--- src/hdl/stm_pkg.sv ---
// shared types, opcodes and helpers for the sparse table range-maximum engine
`default_nettype none

package stm_pkg;

  localparam int unsigned DEPTH_DEF  = 1024;
  localparam int unsigned LEVELS_DEF = 11;
  localparam int unsigned IDX_W      = 10;
  localparam int unsigned VAL_W      = 32;
  localparam int unsigned OP_W       = 2;

  localparam logic [OP_W-1:0] OP_APPEND = 2'd0;
  localparam logic [OP_W-1:0] OP_QUERY  = 2'd1;
  localparam logic [OP_W-1:0] OP_CLEAR  = 2'd2;

  typedef struct packed {
    logic [OP_W-1:0]         opcode;
    logic signed [VAL_W-1:0] value;
    logic [IDX_W-1:0]        left_index;
    logic [IDX_W-1:0]        right_index;
  } in_item_t;

  typedef struct packed {
    logic signed [VAL_W-1:0] max_value;
    logic                    range_error;
  } out_item_t;

  function automatic logic signed [VAL_W-1:0] smax(input logic signed [VAL_W-1:0] a,
                                                   input logic signed [VAL_W-1:0] b);
    return (a >= b) ? a : b;
  endfunction

endpackage

`default_nettype wire

--- src/hdl/stm_mem.sv ---
// level table storage: one write port, two registered read ports
`default_nettype none

module stm_mem import stm_pkg::*; #(
  parameter int unsigned WORDS  = 2 * 2,
  parameter int unsigned ADDR_W = 2
) (
  input  wire logic              clk,
  input  wire logic              we,
  input  wire logic [ADDR_W-1:0] waddr,
  input  wire logic [VAL_W-1:0]  wdata,
  input  wire logic              re,
  input  wire logic [ADDR_W-1:0] raddr_a,
  input  wire logic [ADDR_W-1:0] raddr_b,
  output logic      [VAL_W-1:0]  rdata_a,
  output logic      [VAL_W-1:0]  rdata_b
);

  logic [VAL_W-1:0] store_r [WORDS];
  logic [VAL_W-1:0] rdata_a_r;
  logic [VAL_W-1:0] rdata_b_r;

  always_ff @(posedge clk) begin
    if (we) begin
      store_r[waddr] <= wdata;
    end
  end

  // read data holds while no read is issued
  always_ff @(posedge clk) begin
    if (re) begin
      rdata_a_r <= store_r[raddr_a];
      rdata_b_r <= store_r[raddr_b];
    end
  end

  assign rdata_a = rdata_a_r;
  assign rdata_b = rdata_b_r;

endmodule

`default_nettype wire

--- config.mk ---
export PLATFORM = sky130hd
export DESIGN_NAME = stm_mem
export DESIGN_NICKNAME = d
export VERILOG_FILES = /design/src/hdl/stm_pkg.sv /design/src/hdl/stm_mem.sv
export SDC_FILE = /design/constraint.sdc
export NUM_CORES = 1
export LEC_CHECK = 0
export ABC_AREA = 1
export BUFFER_PORTS_ARGS = -buffer_cell sky130_fd_sc_hd__buf_2
export CORE_ASPECT_RATIO = 1.75
export CORE_UTILIZATION = 30
export CTS_CLUSTER_DIAMETER = 50
export CTS_CLUSTER_SIZE = 25
export DETAILED_ROUTE_END_ITERATION = 8
export REMOVE_ABC_BUFFERS = 1
export SKIP_LAST_GASP = 1
export SYNTH_ARGS = -nofsm -noshare
export SYNTH_HDL_FRONTEND = slang
export SYNTH_SLANG_ARGS = --single-unit
--- constraint.sdc ---
create_clock -name clk -period 11 [get_ports clk]
set_clock_uncertainty 0.1 [all_clocks]
set_input_delay 2.2 -clock clk [delete_from_list [all_inputs] [get_ports clk]]
set_output_delay 2.2 -clock clk [all_outputs]
set_load 0.02 [all_outputs]
# Yosys cells after proc, flatten, opt, wreduce, memory -nomap -nowiden
# Memory sizes are Yosys's and may differ from the RTL's. A register that Yosys moved wholly into a read port is not among the register bits.
# Index checks and enable logic that the tools add are counted.
# totals
reg_bits	0
ram_bits	128
in_bits	41
memories	1
# op_classes
mux	2
# mem_list
name	depth	word_bits	rd	rd_ports_with_merged_regs	write_ports	line_no	source
store_r	4	32	2	2	1	stm_mem.sv:19	logic [VAL_W-1:0] store_r [WORDS];
# ops
operator	n
two-way mux 1 bit	2

# Depth between registers and ports, before layout
# depth
word_depth	2
mapped_depth	5
depth_no_buf	4

# Worst setup path after synthesis
# No wires, ideal clock.
# synth_path
path_type	in2reg
start	input waddr[1]
end	memory store_r[0][0] (enable)
arrival_time_ps	4480
required_time_ps	10439
setup_slack_ps	5959
cell_stages	1
cell_sequence	nor3_1
# synth_rtl
item	line_no	source
start: declaration	stm_mem.sv:10	input wire logic [ADDR_W-1:0] waddr,
end: declaration	stm_mem.sv:19	
# No word-level cell before the write port.

==> impl_metrics.json <==
{
  "die_x_um": 128.8,
  "post_synth_inst_count": 819,
  "drive_above_1_share": 0.1632,
  "ffs_latches_synth": 192,
  "row_count": 80,
  "synth_adder_area_share": 0,
  "highest_count_cells_in_the_layout_ignoring_fill_and_taps": "sky130_fd_sc_hd__nand2_1 (320), sky130_fd_sc_hd__edfxtp_1 (192), sky130_fd_sc_hd__inv_1 (133)",
  "power_frac_seq": 0.514,
  "ff_latch_area_um2": 5766,
  "cts_resized": 0,
  "design.die.area_um2": 28840,
  "cell_at_the_root_of_the_clock_tree": "sky130_fd_sc_hd__clkbuf_16",
  "cts_tree": "built",
  "power.density_nw_per_um2": 171.0,
  "die_h_um": 223.9,
  "yosys.area_share.xor_xnor": 0,
  "use_met2": 0.2697,
  "synth_compound_area_frac": 0,
  "cp_data_required_time_ps": 11080,
  "numPortBuffers": 104,
  "syn_to_final_growth_pct": 16.93,
  "grt_use_met3": 0.03296,
  "worst-setup-path-type": "input pin to flip-flop",
  "fin_worst_hold_slack_ps": 516.0,
  "critical_path_arrival_ps": 3970,
  "antenna_found_initial": 4,
  "endpoint_kind": "flip-flop",
  "drc_errors": 0,
  "combPwrFrac": 0.093,
  "clk-insertion-delay-late_ps": 430,
  "cts_htree_levels": 4,
  "wire_length_of_the_first_global_routing_pass_um": 29540,
  "grt_setup_unrepaired": "no",
  "globalRouteMet1Util": 0.1296,
  "hpwlAfterDp_um": 11240,
  "synth_top_family_by_area": "simple AND/OR/NAND/NOR gates",
  "routed_wire_length_per_instance_um": 14.81,
  "grt_max_degree": 66,
  "netlist-cell-type-count": 9,
  "grt.busiest_layer": "met2",
  "layout_commonest_cell": "sky130_fd_sc_hd__nand2_1",
  "vdd.ir_drop.worst_mv": 0.1074,
  "detail_route.wirelength_um": 19230,
  "gp_congestion": 0.8026,
  "clock.fmax_ghz": 0.2573,
  "cell_internal_power_mw": 1.302,
  "fin_nets": 954,
  "tightest_slew_ps": 1202,
  "vias_in_the_first_global_route": 5759,
  "cts_hold_buffers": 0,
  "synth.area.mux_share": 0,
  "status": "complete, no violations",
  "via_per_inst": 4.315,
  "maxCapViolCount": 0,
  "floorplan.initialDensity": 0.3078,
  "cp-start-kind": "input pin",
  "core-area_um2": 27430,
  "via_count": 5601,
  "postCtsSetupBuffers": 0,
  "hold_path_class": "flip-flop to flip-flop",
  "power.static_leakage_nw": 4.391,
  "report.final.setup_viol": 0,
  "route.antenna.remaining_nets": 0,
  "cts_max_path_buffers": 2,
  "slew_viol_final": 0,
  "finalCritPeriodShare": 0.3533,
  "dr.first_iter.drc_count": 357,
  "simple_logic_cell_fraction_of_the_synthesized_area": 0.2205,
  "fillerInstances": 2683,
  "boundaryPins": 105,
  "hold_violation_total_from_the_final_report": 0,
  "clkTransAtPathRegs_ps": 70,
  "ys.warnings.count": 0,
  "switching_share": 0.2284,
  "minimum_clock_period_after_layout_ps": 3886,
  "total_cts_buffers": 17,
  "cts_num_sinks": 192,
  "postSynthAreaPerCell_um2": 10.31,
  "dr.pass1.iters": 5,
  "syn_area_um2": 8442,
  "sum_of_negative_setup_slack_ps": 0,
  "switchingPower_mw": 0.3855,
  "worst-path-max-fanout": 65,
  "slew-limit-headroom": 0.1986,
  "grt_overflow_total": 0,
  "clock_power_share": 0.394,
  "synth-seq-area-share": 0.6830,
  "multi_input_comb_area_um2": 1882,
  "grt_use_total": 0.1406
}
## worst paths after layout
check	from	endpoint	slack (ps)	cells past startpoint
max	raddr_a[0]	rdata_a[13]	7110	6
min	store_r[0][17]	rdata_b[17]	520	4
max reg2reg	store_r[1][31]	rdata_b[31]	9940	4
min reg2reg	store_r[0][17]	rdata_b[17]	520	4
## flip-flops by register name, indices dropped and copies added, names as in the netlist
name and flops:
store_r 128, rdata_b 32, rdata_a 32
## kinds of logic (layout without fill, tap and decap cells)
logic type             Yosys count  after routing
AND/OR/NAND/NOR                452            452
flip-flops                     192            192
buffers and inverters          175            281
other                            0              4
## layout make-up
cell class	instances	area share
Inverter	135	0.05134
Multi-Input combinational cell	452	0.1906
Sequential cell	192	0.5841
Timing Repair Buffer	115	0.06135
Antenna cell	4	0.001014
Clock buffer	17	0.04310
Tap cell	369	0.04677
Clock inverter	14	0.02168
## Yosys cell counts
master                     number  area (um^2)
sky130_fd_sc_hd__buf_2         18        90.09
sky130_fd_sc_hd__buf_4          8        60.06
sky130_fd_sc_hd__buf_6         14        157.7
sky130_fd_sc_hd__edfxtp_1     192         5766
sky130_fd_sc_hd__inv_1        133        499.2
sky130_fd_sc_hd__inv_2          2        7.510
sky130_fd_sc_hd__nand2_1      320         1201
sky130_fd_sc_hd__nand3_1      128        640.6
sky130_fd_sc_hd__nor3_1         4        20.02
## worst max-delay path: stages
cell and delay (ps):
sky130_fd_sc_hd__buf_2 100, sky130_fd_sc_hd__buf_4 340, sky130_fd_sc_hd__inv_2 950, sky130_fd_sc_hd__nand2_1 120, sky130_fd_sc_hd__nand3_1 110, sky130_fd_sc_hd__nand2_1 60
## stage by stage
| step | worst slack (ps) | cell area [um^2] | total power, mW | instances | util |
|---|---|---|---|---|---|
| detailed placement | 6681 | 9221 | 1.042 | 1263 | 0.3362 |
| global route | 6948 | 9863 | 1.748 | 1295 | 0.3596 |
| finish | 7114 | 9871 | 1.688 | 1298 | 0.3599 |
| floorplan | 5959 | 8134 | 0.9675 | 779 | - |
| CTS | 7142 | 9861 | 1.702 | 1294 | 0.3595 |
| global placement | 6695 | 9221 | 1.039 | 1263 | 0.3362 |
## power by group through the flow
stage / Sequential, mW / Clock, mW / Combinational [mW]
2_1_floorplan: 0.904 / 0 / 0.0637
3_3_place_gp: 0.884 / 0 / 0.155
3_5_place_dp: 0.883 / 0 / 0.158
4_1_cts: 0.868 / 0.676 / 0.159
5_1_grt: 0.871 / 0.702 / 0.175
6_report: 0.867 / 0.664 / 0.156
## layer usage
layer  vias to the layer above  routed length [um]
met3                        39                1156
li1                       2816                   -
met2                       146               10940
met5                         -                  11
met1                      2598                6582
met4                         2                 538
(Power assumes the default switching activity.)
